===== src/hdl/retro_video_cell_renderer_top_assert.svh =====
// Assertion macros shared by the renderer RTL.
`ifndef RETRO_VIDEO_CELL_RENDERER_TOP_ASSERT_SVH
`define RETRO_VIDEO_CELL_RENDERER_TOP_ASSERT_SVH

`ifndef SYNTHESIS

// The consequent must hold in the same cycle as the antecedent.
`define RVCR_ASSERT_SAME(label, clk, rst, ante, cons) \
   label: assert property (@(posedge clk) disable iff (rst) (ante) |-> (cons)) \
      else $error("renderer check failed: same-cycle implication");

// The consequent must hold in the cycle after the antecedent.
`define RVCR_ASSERT_NEXT(label, clk, rst, ante, cons) \
   label: assert property (@(posedge clk) disable iff (rst) (ante) |=> (cons)) \
      else $error("renderer check failed: next-cycle implication");

`else

`define RVCR_ASSERT_SAME(label, clk, rst, ante, cons)
`define RVCR_ASSERT_NEXT(label, clk, rst, ante, cons)

`endif

`endif


===== src/hdl/rvcr_pkg.sv =====
package rvcr_pkg;

   localparam int PIXELS_PER_CELL = 7;
   localparam logic [7:0] MIXED_SPLIT_LINE = 8'd160;
   localparam int RVCR_QUEUE_DEPTH = 2;

   localparam logic OP_SWITCH = 1'b0;
   localparam logic OP_RENDER = 1'b1;

   // Bit positions in the mode flag register.
   localparam int FLAG_TEXT   = 0;
   localparam int FLAG_MIXED  = 1;
   localparam int FLAG_PAGE2  = 2;
   localparam int FLAG_HIRES  = 3;
   localparam int FLAG_ALTCH  = 4;
   localparam int FLAG_80COL  = 5;
   localparam int FLAG_DHIRES = 6;
   localparam logic [6:0] FLAGS_RESET = 7'h01;

   // Soft switch addresses.
   localparam logic [15:0] SW_80COL_OFF  = 16'hC00C;
   localparam logic [15:0] SW_80COL_ON   = 16'hC00D;
   localparam logic [15:0] SW_ALTCH_OFF  = 16'hC00E;
   localparam logic [15:0] SW_ALTCH_ON   = 16'hC00F;
   localparam logic [15:0] SW_RD_TEXT    = 16'hC01A;
   localparam logic [15:0] SW_RD_MIXED   = 16'hC01B;
   localparam logic [15:0] SW_RD_PAGE2   = 16'hC01C;
   localparam logic [15:0] SW_RD_HIRES   = 16'hC01D;
   localparam logic [15:0] SW_RD_ALTCH   = 16'hC01E;
   localparam logic [15:0] SW_RD_80COL   = 16'hC01F;
   localparam logic [15:0] SW_TEXT_OFF   = 16'hC050;
   localparam logic [15:0] SW_TEXT_ON    = 16'hC051;
   localparam logic [15:0] SW_MIXED_OFF  = 16'hC052;
   localparam logic [15:0] SW_MIXED_ON   = 16'hC053;
   localparam logic [15:0] SW_PAGE2_OFF  = 16'hC054;
   localparam logic [15:0] SW_PAGE2_ON   = 16'hC055;
   localparam logic [15:0] SW_HIRES_OFF  = 16'hC056;
   localparam logic [15:0] SW_HIRES_ON   = 16'hC057;
   localparam logic [15:0] SW_DHIRES_ON  = 16'hC05E;
   localparam logic [15:0] SW_DHIRES_OFF = 16'hC05F;
   localparam logic [15:0] SW_ID         = 16'hC07F;

   localparam logic [7:0] READ_FLAG_SET   = 8'h8D;
   localparam logic [7:0] READ_FLAG_CLEAR = 8'h0D;
   localparam logic [7:0] READ_ID         = 8'h7F;

   localparam logic [7:0] CODE_REMAP_A_IN  = 8'hDD;
   localparam logic [7:0] CODE_REMAP_A_OUT = 8'hFD;
   localparam logic [7:0] CODE_REMAP_B_IN  = 8'hDB;
   localparam logic [7:0] CODE_REMAP_B_OUT = 8'hFB;
   localparam logic [7:0] CODE_NORMAL_MIN  = 8'h40;
   localparam logic [7:0] CODE_FLASH_END   = 8'h80;

   localparam logic [15:0] TEXT_PAGE1_BASE  = 16'h0400;
   localparam logic [15:0] TEXT_PAGE2_BASE  = 16'h0800;
   localparam logic [15:0] HIRES_PAGE1_BASE = 16'h2000;
   localparam logic [15:0] HIRES_PAGE2_BASE = 16'h4000;
   localparam logic [15:0] ROW_GROUP_STRIDE = 16'h0080;
   localparam logic [15:0] THIRD_STRIDE     = 16'd40;
   localparam logic [15:0] HIRES_LINE_STRIDE = 16'h0400;

   localparam logic [15:0] RGB_WHITE = 16'hFFFF;
   localparam logic [15:0] RGB_BLACK = 16'h0000;

   // Drawing mode of a queued word.
   localparam logic [1:0] MODE_SWITCH = 2'd0;
   localparam logic [1:0] MODE_TEXT   = 2'd1;
   localparam logic [1:0] MODE_LORES  = 2'd2;
   localparam logic [1:0] MODE_HIRES  = 2'd3;

   typedef struct packed {
      logic        op;
      logic [15:0] access_address;
      logic [7:0]  scan_line;
      logic [5:0]  column;
      logic [7:0]  cell_byte;
      logic [7:0]  left_byte;
      logic [7:0]  right_byte;
      logic [7:0]  glyph_row;
      logic        flash_phase;
   } req_payload_type;

   typedef struct packed {
      logic [7:0]  read_data;
      logic [15:0] fetch_address;
      logic [10:0] glyph_address;
      logic [15:0] pixel_0;
      logic [15:0] pixel_1;
      logic [15:0] pixel_2;
      logic [15:0] pixel_3;
      logic [15:0] pixel_4;
      logic [15:0] pixel_5;
      logic [15:0] pixel_6;
   } rsp_payload_type;

   typedef struct packed {
      logic char_remap_enable;
   } csr_payload_type;

   // Classified word handed from the front end to the back end.
   typedef struct packed {
      logic [1:0] mode;
      logic [7:0] read_data;
      logic       page2;
      logic [7:0] scan_line;
      logic [5:0] column;
      logic [7:0] cell_byte;
      logic [7:0] left_byte;
      logic [7:0] right_byte;
      logic [7:0] glyph_row;
      logic       flash_phase;
   } cell_item_type;

   function automatic logic [7:0] flag_read(input logic flag);
      return flag ? READ_FLAG_SET : READ_FLAG_CLEAR;
   endfunction

   function automatic logic [15:0] lores_color(input logic [3:0] idx);
      logic [15:0] c;
      case (idx)
         4'd0:    c = 16'h0000;
         4'd1:    c = 16'hD806;
         4'd2:    c = 16'h0013;
         4'd3:    c = 16'hD91B;
         4'd4:    c = 16'h03A4;
         4'd5:    c = 16'h52AA;
         4'd6:    c = 16'h211F;
         4'd7:    c = 16'h655F;
         4'd8:    c = 16'h8AA0;
         4'd9:    c = 16'hFB20;
         4'd10:   c = 16'hAD55;
         4'd11:   c = 16'hFCD1;
         4'd12:   c = 16'h16E0;
         4'd13:   c = 16'hFFE0;
         4'd14:   c = 16'h47F3;
         default: c = 16'hFFFF;
      endcase
      return c;
   endfunction

   function automatic logic [15:0] hires_color(input logic [3:0] idx);
      logic [15:0] c;
      case (idx)
         4'd0:    c = 16'h0000;
         4'd1:    c = 16'hD91B;
         4'd2:    c = 16'h16E0;
         4'd3:    c = 16'h16E0;
         4'd4:    c = 16'hD91B;
         4'd5:    c = 16'h211F;
         4'd6:    c = 16'hFB20;
         4'd7:    c = 16'hFB20;
         4'd8:    c = 16'h211F;
         default: c = 16'hFFFF;
      endcase
      return c;
   endfunction

endpackage


===== src/hdl/rvcr_queue.sv =====
module rvcr_queue
   import rvcr_pkg::*;
#(
   parameter int DEPTH = RVCR_QUEUE_DEPTH
) (
   input  logic          clock,
   input  logic          reset,
   input  logic          push_valid,
   input  cell_item_type push_item,
   output logic          full,
   input  logic          pop,
   output logic          empty,
   output cell_item_type head_item
);

   localparam int PTR_W = (DEPTH > 1) ? $clog2(DEPTH) : 1;
   localparam int CNT_W = $clog2(DEPTH + 1);

   cell_item_type entries_ff [DEPTH];
   logic [PTR_W-1:0] wr_ptr_ff;
   logic [PTR_W-1:0] rd_ptr_ff;
   logic [CNT_W-1:0] count_ff;
   logic do_push;
   logic do_pop;

   assign full = (count_ff == CNT_W'(DEPTH));
   assign empty = (count_ff == '0);
   assign do_push = push_valid && !full;
   assign do_pop = pop && !empty;
   assign head_item = entries_ff[rd_ptr_ff];

   always_ff @(posedge clock) begin
      if (do_push) begin
         entries_ff[wr_ptr_ff] <= push_item;
      end
   end

   always_ff @(posedge clock) begin
      if (reset) begin
         wr_ptr_ff <= '0;
         rd_ptr_ff <= '0;
         count_ff <= '0;
      end else begin
         if (do_push) begin
            wr_ptr_ff <= (wr_ptr_ff == PTR_W'(DEPTH - 1)) ? '0 : wr_ptr_ff + 1'b1;
         end
         if (do_pop) begin
            rd_ptr_ff <= (rd_ptr_ff == PTR_W'(DEPTH - 1)) ? '0 : rd_ptr_ff + 1'b1;
         end
         if (do_push && !do_pop) begin
            count_ff <= count_ff + 1'b1;
         end else if (do_pop && !do_push) begin
            count_ff <= count_ff - 1'b1;
         end
      end
   end

endmodule


===== config.mk =====
export PLATFORM = sky130hd
export DESIGN_NAME = rvcr_queue
export DESIGN_NICKNAME = d
export VERILOG_FILES = /design/src/hdl/retro_video_cell_renderer_top_assert.svh /design/src/hdl/rvcr_pkg.sv /design/src/hdl/rvcr_queue.sv
export SDC_FILE = /design/constraint.sdc
export NUM_CORES = 1
export LEC_CHECK = 0
export BUFFER_PORTS_ARGS = -buffer_cell sky130_fd_sc_hd__buf_2
export CORE_UTILIZATION = 35
export CTS_CLUSTER_SIZE = 30
export DETAILED_ROUTE_END_ITERATION = 10
export PLACE_DENSITY = 0.68
export SLEW_MARGIN = 20
export SYNTH_ARGS = -nofsm -noshare
export SYNTH_HDL_FRONTEND = slang
export SYNTH_SLANG_ARGS = --single-unit

===== constraint.sdc =====
create_clock -name clock -period 3.18 [get_ports clock]
set_input_delay 0.477 -clock clock [delete_from_list [all_inputs] [get_ports clock]]
set_output_delay 0.477 -clock clock [all_outputs]
set_load 0.03 [all_outputs]

==> impl_metrics.env <==
export IMPL_fill_cells=1082
export IMPL_io_buffers=121
export IMPL_p_per_area_nw_per_um2=938
export IMPL_fin_hold_ws_ns=0.257
export IMPL_ir_worst_vdd_mv=0.365
export IMPL_synth_commonest_cells="edfxtp_1, mux2_2, dfxtp_1, nor2_1"
export IMPL_core_rowCount=40
export IMPL_period_share=0.765
export IMPL_crit_path_max_fanout=39
export IMPL_syn_to_final_growth_pct=32.5
export IMPL_dpl_hpwl_mm=4.94
export IMPL_criticalPathCategory="reg -> out"
export IMPL_ctsResizeCount=0
export IMPL_end_kind="output port"
export IMPL_yosysMostFrequentCell="edfxtp_1"
export IMPL_max_freq_ghz=0.411
export IMPL_hold_buffers=0
export IMPL_nNetsFinal=405
export IMPL_synth_top_cell_by_area="edfxtp_1"
export IMPL_vias=2312
export IMPL_grt_max_degree=47
export IMPL_synth_nets=268
export IMPL_synth_seq_cells=121
export IMPL_outcome="completed"
export IMPL_ys_types=15
export IMPL_ios=122
export IMPL_vias_per_cell=4.42
export IMPL_ys_warn_count=0
export IMPL_setup_viol=0
export IMPL_path_clk_slew_ns=0.05
export IMPL_stdcell_count=523
export IMPL_drc=0
export IMPL_async_flop_share=0
export IMPL_relSlewSlack=0.659
export IMPL_rsz0062_at_grt="false"
export IMPL_tightest_slew_ns=0.512
export IMPL_drive_above_1_share=0.593
export IMPL_cp_required_ns=2.70
export IMPL_ant_nets=0
export IMPL_cp_cell_sequence="buf_12, mux2_2, buf_2"
export IMPL_hold_violations=0
export IMPL_min_delay_path_class="in -> reg"
export IMPL_crit_path_start_kind="register"
export IMPL_worst_ep_arrival_time_ns=1.96
export IMPL_finClkSkew_ns=0.00474
export IMPL_netlist_instances=205
export IMPL_slew_violations=0
export IMPL_htreeDepth=4
export IMPL_detail_route_iter0_violations=101
export IMPL_synth_area_leaders="edfxtp_1, mux2_2, dfxtp_1"
export IMPL_ys_seq_area_frac=0.815
export IMPL_place_area_sq_um=5230
export IMPL_cap_viol_max_count=0
export IMPL_die_x_um=114
export IMPL_totalWireLength_mm=7.88
export IMPL_hold_start="push_item[20]"
export IMPL_worst_path_buf_inv=2
export IMPL_tritoncts="yes"
export IMPL_total_leakage_power_uw=0.00218
export IMPL_core_area_sq_um=12100
export IMPL_worstSkewPairLatency_ns=0.40
export IMPL_overflow=0
export IMPL_max_stage_delay_ns=0.65
export IMPL_post_drt_wl_per_cell_um=15.1
export IMPL_synthFlopType="edfxtp_1"
export IMPL_cts_sinks=121
export IMPL_syn_area_sq_um=4400
export IMPL_synth_edf_count=116
export IMPL_cp_slowest_cell="dfxtp_2"
export IMPL_synth_top_area_share=0.792
export IMPL_place_gp_congestion=0.641
export IMPL_syn_avg_cell_area_sq_um=21.5
export IMPL_antenna_found_initial=1
export IMPL_die_area_sq_um=13000
export IMPL_setup_tns_ns=0
export IMPL_cts_buffers=17
export IMPL_cp_top_family="flip-flops"
export IMPL_clockRootBuffer="clkbuf_16"
export IMPL_reg2reg_from="count_ff[1]$_SDFFE_PP0P_"
export IMPL_track_usage=0.129
export IMPL_post_cts_buffers=0
export IMPL_min_period_ns=2.43
export IMPL_clk_path_buf_depth=2
export IMPL_die_h_um=114
export IMPL_start_util=0.363
export IMPL_grt_pass1_wl_mm=12.0
export IMPL_final_cell_area_sq_um=5830
export IMPL_grt_pass1_vias=2446
export IMPL_firstDrtPassIters=4
export IMPL_place_inst=491
cell families (layout without fill, tap and decap cells):
group                    Yosys count  in the layout  share of synthesized area
AO/OA/AOI/OAI                      5              5                    0.00569
XOR/XNOR                           3              3                    0.00597
adder cells (fa/ha/maj)            1              1                    0.00284
buffers and inverters              8            157                     0.0119
flip-flops                       121            121                      0.815
multiplexers                      58             58                      0.148
other                              0              1                          0
AND/OR/NAND/NOR                    9              9                     0.0105
layout by cell type (no fill, tap or decap), types with 2 or more instances in the layout:
cell type,instances
nor2_1,5
clkinvlp_4,2
clkbuf_1,4
bufinv_16,4
clkbuf_16,17
o21ai_0,3
buf_2,121
dfxtp_1,4
buf_12,3
edfxtp_1,116
or3_1,2
a21oi_1,2
mux2_2,58
xor2_1,3
clkinv_1,3
metal layers:
layer  vias to the layer above  part of all wire  global-route usage
met1                      1125              0.41               0.143
met4                         0             0.021              0.0641
met3                        15             0.072              0.0635
met5                         -                 0                   0
met2                        85              0.49               0.207
li1                       1087                 -                   -
final cells by class:
type                            instances  area (sq um)  area share
Antenna cell                            1          2.50    0.000429
Sequential cell                       121          3580       0.615
Inverter                                2          7.51     0.00129
Clock buffer                           21           440      0.0756
Timing Repair Buffer                  124           666       0.114
Multi-Input combinational cell         76           764       0.131
Clock inverter                         10           151      0.0260
Tap cell                              168           210      0.0361
worst register-to-register path, stage by stage, from the launching register on:
cell and delay, ns:
dfxtp_1 0.33, nor2b_2 0.18, or3_1 0.35, inv_2 0.28, buf_12 0.30
through the flow:
step           utilization  setup slack [ns]  total power, uW
2_1_floorplan            -             0.694             3180
3_3_place_gp         0.432              1.15             3570
3_5_place_dp         0.432              1.14             3600
4_1_cts              0.481             0.695             5540
5_1_grt              0.481             0.647             5690
6_report             0.481             0.747             5460
worst paths after layout:
path / slack [ns] / endpoint / cells past startpoint
min: 0.26 / entries_ff[1][20]$_DFFE_PP_ / 1
max: 0.75 / head_item[9] / 3
max reg2reg: 1.36 / entries_ff[0][8]$_DFFE_PP_ / 4
min reg2reg: 0.49 / wr_ptr_ff$_SDFFE_PP0P_ / 2
report_power, final:
group,internal (uW),switching [uW]
combinational,515,925
sequential,2010,91.0
clock,1290,631
total,3820,1650
sequential cells by signal (all words and copies together) (netlist names), named ones only:
name / count
entries_ff: 116
count_ff: 2
rd_ptr_ff: 1
wr_ptr_ff: 1
(Power assumes the default switching activity.)
