### src/hdl/retro_video_cell_renderer_top_assert.svh
// Assertion macros shared by the renderer RTL.
`ifndef RETRO_VIDEO_CELL_RENDERER_TOP_ASSERT_SVH
`define RETRO_VIDEO_CELL_RENDERER_TOP_ASSERT_SVH

`ifndef SYNTHESIS

// The consequent must hold in the same cycle as the antecedent.
`define RVCR_ASSERT_SAME(label, clk, rst, ante, cons) \
   label: assert property (@(posedge clk) disable iff (rst) (ante) |-> (cons)) \
      else $error("renderer check failed: same-cycle implication");

// The consequent must hold in the cycle after the antecedent.
`define RVCR_ASSERT_NEXT(label, clk, rst, ante, cons) \
   label: assert property (@(posedge clk) disable iff (rst) (ante) |=> (cons)) \
      else $error("renderer check failed: next-cycle implication");

`else

`define RVCR_ASSERT_SAME(label, clk, rst, ante, cons)
`define RVCR_ASSERT_NEXT(label, clk, rst, ante, cons)

`endif

`endif

### src/hdl/rvcr_pkg.sv
package rvcr_pkg;

   localparam int PIXELS_PER_CELL = 7;
   localparam logic [7:0] MIXED_SPLIT_LINE = 8'd160;
   localparam int RVCR_QUEUE_DEPTH = 2;

   localparam logic OP_SWITCH = 1'b0;
   localparam logic OP_RENDER = 1'b1;

   // Bit positions in the mode flag register.
   localparam int FLAG_TEXT   = 0;
   localparam int FLAG_MIXED  = 1;
   localparam int FLAG_PAGE2  = 2;
   localparam int FLAG_HIRES  = 3;
   localparam int FLAG_ALTCH  = 4;
   localparam int FLAG_80COL  = 5;
   localparam int FLAG_DHIRES = 6;
   localparam logic [6:0] FLAGS_RESET = 7'h01;

   // Soft switch addresses.
   localparam logic [15:0] SW_80COL_OFF  = 16'hC00C;
   localparam logic [15:0] SW_80COL_ON   = 16'hC00D;
   localparam logic [15:0] SW_ALTCH_OFF  = 16'hC00E;
   localparam logic [15:0] SW_ALTCH_ON   = 16'hC00F;
   localparam logic [15:0] SW_RD_TEXT    = 16'hC01A;
   localparam logic [15:0] SW_RD_MIXED   = 16'hC01B;
   localparam logic [15:0] SW_RD_PAGE2   = 16'hC01C;
   localparam logic [15:0] SW_RD_HIRES   = 16'hC01D;
   localparam logic [15:0] SW_RD_ALTCH   = 16'hC01E;
   localparam logic [15:0] SW_RD_80COL   = 16'hC01F;
   localparam logic [15:0] SW_TEXT_OFF   = 16'hC050;
   localparam logic [15:0] SW_TEXT_ON    = 16'hC051;
   localparam logic [15:0] SW_MIXED_OFF  = 16'hC052;
   localparam logic [15:0] SW_MIXED_ON   = 16'hC053;
   localparam logic [15:0] SW_PAGE2_OFF  = 16'hC054;
   localparam logic [15:0] SW_PAGE2_ON   = 16'hC055;
   localparam logic [15:0] SW_HIRES_OFF  = 16'hC056;
   localparam logic [15:0] SW_HIRES_ON   = 16'hC057;
   localparam logic [15:0] SW_DHIRES_ON  = 16'hC05E;
   localparam logic [15:0] SW_DHIRES_OFF = 16'hC05F;
   localparam logic [15:0] SW_ID         = 16'hC07F;

   localparam logic [7:0] READ_FLAG_SET   = 8'h8D;
   localparam logic [7:0] READ_FLAG_CLEAR = 8'h0D;
   localparam logic [7:0] READ_ID         = 8'h7F;

   localparam logic [7:0] CODE_REMAP_A_IN  = 8'hDD;
   localparam logic [7:0] CODE_REMAP_A_OUT = 8'hFD;
   localparam logic [7:0] CODE_REMAP_B_IN  = 8'hDB;
   localparam logic [7:0] CODE_REMAP_B_OUT = 8'hFB;
   localparam logic [7:0] CODE_NORMAL_MIN  = 8'h40;
   localparam logic [7:0] CODE_FLASH_END   = 8'h80;

   localparam logic [15:0] TEXT_PAGE1_BASE  = 16'h0400;
   localparam logic [15:0] TEXT_PAGE2_BASE  = 16'h0800;
   localparam logic [15:0] HIRES_PAGE1_BASE = 16'h2000;
   localparam logic [15:0] HIRES_PAGE2_BASE = 16'h4000;
   localparam logic [15:0] ROW_GROUP_STRIDE = 16'h0080;
   localparam logic [15:0] THIRD_STRIDE     = 16'd40;
   localparam logic [15:0] HIRES_LINE_STRIDE = 16'h0400;

   localparam logic [15:0] RGB_WHITE = 16'hFFFF;
   localparam logic [15:0] RGB_BLACK = 16'h0000;

   // Drawing mode of a queued word.
   localparam logic [1:0] MODE_SWITCH = 2'd0;
   localparam logic [1:0] MODE_TEXT   = 2'd1;
   localparam logic [1:0] MODE_LORES  = 2'd2;
   localparam logic [1:0] MODE_HIRES  = 2'd3;

   typedef struct packed {
      logic        op;
      logic [15:0] access_address;
      logic [7:0]  scan_line;
      logic [5:0]  column;
      logic [7:0]  cell_byte;
      logic [7:0]  left_byte;
      logic [7:0]  right_byte;
      logic [7:0]  glyph_row;
      logic        flash_phase;
   } req_payload_type;

   typedef struct packed {
      logic [7:0]  read_data;
      logic [15:0] fetch_address;
      logic [10:0] glyph_address;
      logic [15:0] pixel_0;
      logic [15:0] pixel_1;
      logic [15:0] pixel_2;
      logic [15:0] pixel_3;
      logic [15:0] pixel_4;
      logic [15:0] pixel_5;
      logic [15:0] pixel_6;
   } rsp_payload_type;

   typedef struct packed {
      logic char_remap_enable;
   } csr_payload_type;

   // Classified word handed from the front end to the back end.
   typedef struct packed {
      logic [1:0] mode;
      logic [7:0] read_data;
      logic       page2;
      logic [7:0] scan_line;
      logic [5:0] column;
      logic [7:0] cell_byte;
      logic [7:0] left_byte;
      logic [7:0] right_byte;
      logic [7:0] glyph_row;
      logic       flash_phase;
   } cell_item_type;

   function automatic logic [7:0] flag_read(input logic flag);
      return flag ? READ_FLAG_SET : READ_FLAG_CLEAR;
   endfunction

   function automatic logic [15:0] lores_color(input logic [3:0] idx);
      logic [15:0] c;
      case (idx)
         4'd0:    c = 16'h0000;
         4'd1:    c = 16'hD806;
         4'd2:    c = 16'h0013;
         4'd3:    c = 16'hD91B;
         4'd4:    c = 16'h03A4;
         4'd5:    c = 16'h52AA;
         4'd6:    c = 16'h211F;
         4'd7:    c = 16'h655F;
         4'd8:    c = 16'h8AA0;
         4'd9:    c = 16'hFB20;
         4'd10:   c = 16'hAD55;
         4'd11:   c = 16'hFCD1;
         4'd12:   c = 16'h16E0;
         4'd13:   c = 16'hFFE0;
         4'd14:   c = 16'h47F3;
         default: c = 16'hFFFF;
      endcase
      return c;
   endfunction

   function automatic logic [15:0] hires_color(input logic [3:0] idx);
      logic [15:0] c;
      case (idx)
         4'd0:    c = 16'h0000;
         4'd1:    c = 16'hD91B;
         4'd2:    c = 16'h16E0;
         4'd3:    c = 16'h16E0;
         4'd4:    c = 16'hD91B;
         4'd5:    c = 16'h211F;
         4'd6:    c = 16'hFB20;
         4'd7:    c = 16'hFB20;
         4'd8:    c = 16'h211F;
         default: c = 16'hFFFF;
      endcase
      return c;
   endfunction

endpackage

### src/hdl/rvcr_chan_if.sv
interface rvcr_chan_if #(
   parameter type payload_type = logic
);
   logic        valid;
   logic        ready;
   payload_type payload;

   modport source (output valid, output payload, input ready);
   modport sink (input valid, input payload, output ready);
endinterface

### src/hdl/rvcr_back.sv
module rvcr_back
   import rvcr_pkg::*;
(
   input  logic          clock,
   input  logic          reset,
   input  logic          empty,
   input  cell_item_type head_item,
   output logic          pop,
   rvcr_chan_if.source   rsp_chan
);

   rsp_payload_type rsp_ff;
   rsp_payload_type rsp_in;
   logic            rsp_valid_ff;
   logic            take;
   logic [15:0]     base;
   logic [15:0]     page_offset;
   logic [7:0]      code;
   logic            inverse;
   logic [10:0]     hbits;
   logic [3:0]      hue_base;
   logic [3:0]      idx [PIXELS_PER_CELL];
   logic [15:0]     pix [PIXELS_PER_CELL];

   assign take = !rsp_valid_ff || rsp_chan.ready;
   assign pop = take && !empty;
   assign rsp_chan.valid = rsp_valid_ff;
   assign rsp_chan.payload = rsp_ff;

   assign code = head_item.cell_byte;
   assign inverse = (code < CODE_NORMAL_MIN) ||
                    (head_item.flash_phase && (code < CODE_FLASH_END));
   // Eleven-bit window: two bits of the left byte, seven of this cell, two of the right.
   assign hbits = {head_item.right_byte[1:0], head_item.cell_byte[6:0],
                   head_item.left_byte[6:5]};
   assign hue_base = {head_item.cell_byte[7], head_item.column[0], 1'b0} + 4'd1;

   always_comb begin
      base = 16'(head_item.scan_line[5:3]) * ROW_GROUP_STRIDE +
             16'(head_item.scan_line[7:6]) * THIRD_STRIDE +
             16'(head_item.column);
      if (head_item.mode == MODE_HIRES) begin
         page_offset = (head_item.page2 ? HIRES_PAGE2_BASE : HIRES_PAGE1_BASE) +
                       16'(head_item.scan_line[2:0]) * HIRES_LINE_STRIDE;
      end else begin
         page_offset = head_item.page2 ? TEXT_PAGE2_BASE : TEXT_PAGE1_BASE;
      end
   end

   always_comb begin
      for (int i = 0; i < PIXELS_PER_CELL; i++) begin
         idx[i] = 4'd0;
         if (hbits[i + 2]) begin
            idx[i] = (hbits[i + 1] || hbits[i + 3]) ? 4'd9 : hue_base + 4'(i % 2);
         end else if (hbits[i + 1] && hbits[i + 3]) begin
            idx[i] = hue_base + 4'(1 - (i % 2));
         end
      end
   end

   always_comb begin
      for (int i = 0; i < PIXELS_PER_CELL; i++) begin
         case (head_item.mode)
            MODE_TEXT:  pix[i] = (head_item.glyph_row[i] ^ inverse) ? RGB_WHITE : RGB_BLACK;
            MODE_LORES: pix[i] = lores_color(head_item.cell_byte[7:4]);
            MODE_HIRES: pix[i] = hires_color(idx[i]);
            default:    pix[i] = RGB_BLACK;
         endcase
      end
   end

   always_comb begin
      rsp_in.read_data = head_item.read_data;
      rsp_in.fetch_address = (head_item.mode == MODE_SWITCH) ? 16'h0000 : base + page_offset;
      rsp_in.glyph_address = (head_item.mode == MODE_TEXT) ?
                             {code, head_item.scan_line[2:0]} : 11'h000;
      rsp_in.pixel_0 = pix[0];
      rsp_in.pixel_1 = pix[1];
      rsp_in.pixel_2 = pix[2];
      rsp_in.pixel_3 = pix[3];
      rsp_in.pixel_4 = pix[4];
      rsp_in.pixel_5 = pix[5];
      rsp_in.pixel_6 = pix[6];
   end

   always_ff @(posedge clock) begin
      if (pop) begin
         rsp_ff <= rsp_in;
      end
   end

   always_ff @(posedge clock) begin
      if (reset) begin
         rsp_valid_ff <= 1'b0;
      end else if (take) begin
         rsp_valid_ff <= !empty;
      end
   end

endmodule

### src/flat_wrapper.sv
// flat-port wrapper written by rule: the top's interface ports become plain ports
module rvcr_back_flat import rvcr_pkg::*;
  (clock, reset, empty, head_item, pop, rsp_chan_valid, rsp_chan_payload, rsp_chan_ready);
  rvcr_chan_if rsp_chan_i ();
  input  logic clock;
  input  logic reset;
  input  logic empty;
  input  cell_item_type head_item;
  output logic pop;
  output wire logic [$bits(rsp_chan_i.valid)-1:0] rsp_chan_valid;
  output wire logic [$bits(rsp_chan_i.payload)-1:0] rsp_chan_payload;
  input wire logic [$bits(rsp_chan_i.ready)-1:0] rsp_chan_ready;
  assign rsp_chan_valid = rsp_chan_i.valid;
  assign rsp_chan_payload = rsp_chan_i.payload;
  assign rsp_chan_i.ready = rsp_chan_ready;
  rvcr_back u_core (.clock(clock), .reset(reset), .empty(empty), .head_item(head_item), .pop(pop), .rsp_chan(rsp_chan_i));
endmodule
### config.mk
export PLATFORM = sky130hd
export DESIGN_NAME = rvcr_back_flat
export DESIGN_NICKNAME = d
export VERILOG_FILES = /design/src/hdl/retro_video_cell_renderer_top_assert.svh /design/src/hdl/rvcr_pkg.sv /design/src/hdl/rvcr_chan_if.sv /design/src/hdl/rvcr_back.sv /design/src/flat_wrapper.sv
export SDC_FILE = /design/constraint.sdc
export NUM_CORES = 1
export LEC_CHECK = 0
export ABC_AREA = 0
export BUFFER_PORTS_ARGS = -buffer_cell sky130_fd_sc_hd__buf_2
export CORE_AREA = 2 2 39 41
export DETAILED_ROUTE_END_ITERATION = 12
export DIE_AREA = 0 0 41 43
export PLACE_DENSITY_LB_ADDON = 0.05
export SLEW_MARGIN = 25
export SYNTH_ARGS = -nofsm -noshare
export SYNTH_HDL_FRONTEND = slang
export SYNTH_SLANG_ARGS = --single-unit
### constraint.sdc
create_clock -name clock -period 2.2 [get_ports clock]
set_input_delay 0.33 -clock clock [delete_from_list [all_inputs] [get_ports clock]]
set_output_delay 0.33 -clock clock [all_outputs]
set_load 0.05 [all_outputs]
==> metrics.csv <==
stage,metric,value,unit
sta,timing.final.crit_share,63.2,%
place,finalWeightedCongestion,0.591,
clocking,clk-insertion-delay-late,230,ps
critical_path,worst_setup_path_start_kind,flop,
sta,maxSlewHeadroom,83.6,%
routing,aggregate_routed_wire_length,426,um
clocking,hold_buffers,0,
power_and_ir_drop,cellLeakagePower,0.137,nW
global_route,antenna_violations_before_repair,0,
critical_path,arrival,1060,ps
critical_path,worst_path_dominant_cell_family,flip-flops,
power_and_ir_drop,worst_ir_drop_vdd,0.144,mV
clocking,cts_setup_buffers,0,
final_layout,layout-drive-gt1-share,51.4,%
global_route,grt_start_max_net_pins,4,
floorplanning,die_area,0.00176,mm2
clocking,cts_inserted_buffers,3,
global_route,overflow,0,
logic_synthesis,flip_flop_and_latch_count_after_synthesis,2,
routing,drt-pass1-iter-count,2,
floorplanning,floorplan.io_pins,65,
sta,grt_setup_unrepaired,false,
clocking,cts_htree_levels,1,
floorplanning,die_w,41,um
clocking,cts_resized,0,
global_route,gr-usage-all-layers,5.81,%
sta,slew_violations,0,
sta,max_slew.worst_pin.slew,245,ps
routing,detail_routed_net_length_per_standard_cell,8.04,um
logic_synthesis,synth_cell_type_count,14,
logic_synthesis,yosys_warnings,0,
critical_path,crit_path_max_fanout,2,
sta,period_needed,1390,ps
global_route,grt_pass1_vias,161,
sta,timing.setup.tns,0,ps
run,max_cap_viol_count,0,
sta,finClkSkew,9.93,ps
sta,peak_clock_frequency_supported_by_timing,0.720,GHz
critical_path,required,1870,ps
critical_path,path_cells,"nand2b_1, nor2b_1, buf_2",
floorplanning,design.core.area,0.00138,mm2
critical_path,critPathBufInv,1,
worst_hold_path,holdCritPathClass,input pin to flop,
floorplanning,overall_die_height,43,um
logic_synthesis,syn_inst,18,
routing,num_vias,170,
global_route,first_pass_grt_wire_length,614,um
clocking,clock_root_cell,clkbuf_4,
routing,vias_per_cell,3.21,
critical_path,crit_path_end_kind,output port,
clocking,clk_transition_reported_paths,30,ps
critical_path,crit_path_top_delay_cell,dfxtp_1,
status,run_status,completed,
logic_synthesis,postSynthNetCount,81,
critical_path,max_stage_delay,300,ps
logic_synthesis,synth.cell_area,145,um2
power_and_ir_drop,power-per-cell-area,671,mW/mm2
sta,setup_viol_count_final,0,
final_layout,area.growth.synth_to_final,83.6,%
clocking,clock_sinks,2,
routing,drc,0,
sta,timing.final.hold_violations,0,
clocking,tritoncts,yes,
floorplanning,fp-row-count,14,
logic_synthesis,synth.yosys.seq_area_share,34.5,%
final_layout,num_antenna_cells,0,
routing,dr.first_iter.drc_count,3,
routing,drtAntennaViolNets,0,
final_layout,final_nets,101,
clocking,max-clock-path-buffers,2,
floorplanning,start_util,10.5,%
place,placement.io_buffers,15,
power_and_ir_drop,design_power_total,0.179,mW
logic_synthesis,syn_avg_cell_area,8.06,um2
critical_path,timing_worst_setup_path_type,flop to output port,
cell usage in the layout (no fill, tap or decap):
master and count:
buf_2 15, inv_1 3, a21oi_1 3, clkbuf_4 3
a21oi_2 1, xnor2_1 1, nor2_1 1, nor3_1 1
nand2_1 1, o21ai_0 1, o32ai_1 1, nand2b_1 1
nor2b_1 1, ha_1 1, clkbuf_1 1, edfxtp_1 1
dfxtp_1 1
worst paths after layout:
path                          from                       to  slack [ps]  cells past startpoint
max          u_core.rsp_chan.valid                      pop         810                      3
min                          reset    u_core.rsp_chan.valid         270                      2
max reg2reg  u_core.rsp_chan.valid  u_core.rsp_chan.payload        1360                      2
min reg2reg  u_core.rsp_chan.valid    u_core.rsp_chan.valid         480                      2
report_power, final:
part	internal [mW]	leakage, nW	total, mW	switching (mW)
combinational	0.0172	0.103	0.0446	0.0275
sequential	0.0427	0.0183	0.0435	0.000807
clock	0.0675	0.0150	0.0906	0.0232
total	0.127	0.137	0.179	0.0514
flip-flops by register name, indices dropped and copies added (netlist names):
register                 count
u_core.rsp_chan.payload      1
u_core.rsp_chan.valid        1
stage by stage:
step | util [%] | hold WS [ps] | cell area (um2) | setup WS [ps] | instances
floorplan | - | 399 | 145 | 429 | 18
global placement | 17.4 | 476 | 240 | 761 | 49
detailed placement | 17.4 | 478 | 240 | 765 | 49
CTS | 19.3 | 260 | 267 | 786 | 53
global route | 19.3 | 268 | 267 | 734 | 53
finish | 19.3 | 266 | 267 | 810 | 53
layer usage:
| metal | up-vias | wire length, um | GRT usage, % |
|---|---|---|---|
| li1 | 101 | - | - |
| met1 | 59 | 206 | 7.01 |
| met2 | 10 | 163 | 5.63 |
| met3 | 0 | 56 | 3.14 |
| met4 | 0 | 0 | 8.00 |
| met5 | - | 0 | 0 |
cell type report:
cell class | instances | area (um2)
Clock buffer | 4 | 26.3
Multi-Input combinational cell | 13 | 83.8
Fill cell | 166 | 1120
Sequential cell | 2 | 50.0
Timing Repair Buffer | 15 | 75.1
Tap cell | 16 | 20.0
Inverter | 3 | 11.3
cells in the mapped netlist:
library cell | instances | share of area [%]
nand2_1 | 1 | 2.6
o32ai_1 | 1 | 6.0
nor2_1 | 1 | 2.6
xnor2_1 | 1 | 6.0
nor3_1 | 1 | 3.4
inv_1 | 3 | 7.8
a21oi_1 | 3 | 10
nand2b_1 | 1 | 4.3
edfxtp_1 | 1 | 21
nor2b_1 | 1 | 4.3
ha_1 | 1 | 8.6
dfxtp_1 | 1 | 14
o21ai_0 | 1 | 3.4
a21oi_2 | 1 | 6.0
kinds of logic after synthesis:
logic type,synth area share [%]
AO/OA/AOI/OAI,25.9
XOR/XNOR,6.04
adder cells (fa/ha/maj),8.62
buffers and inverters,7.76
flip-flops,34.5
AND/OR/NAND/NOR,17.2
No activity file was read; power rests on OpenSTA's default activity.
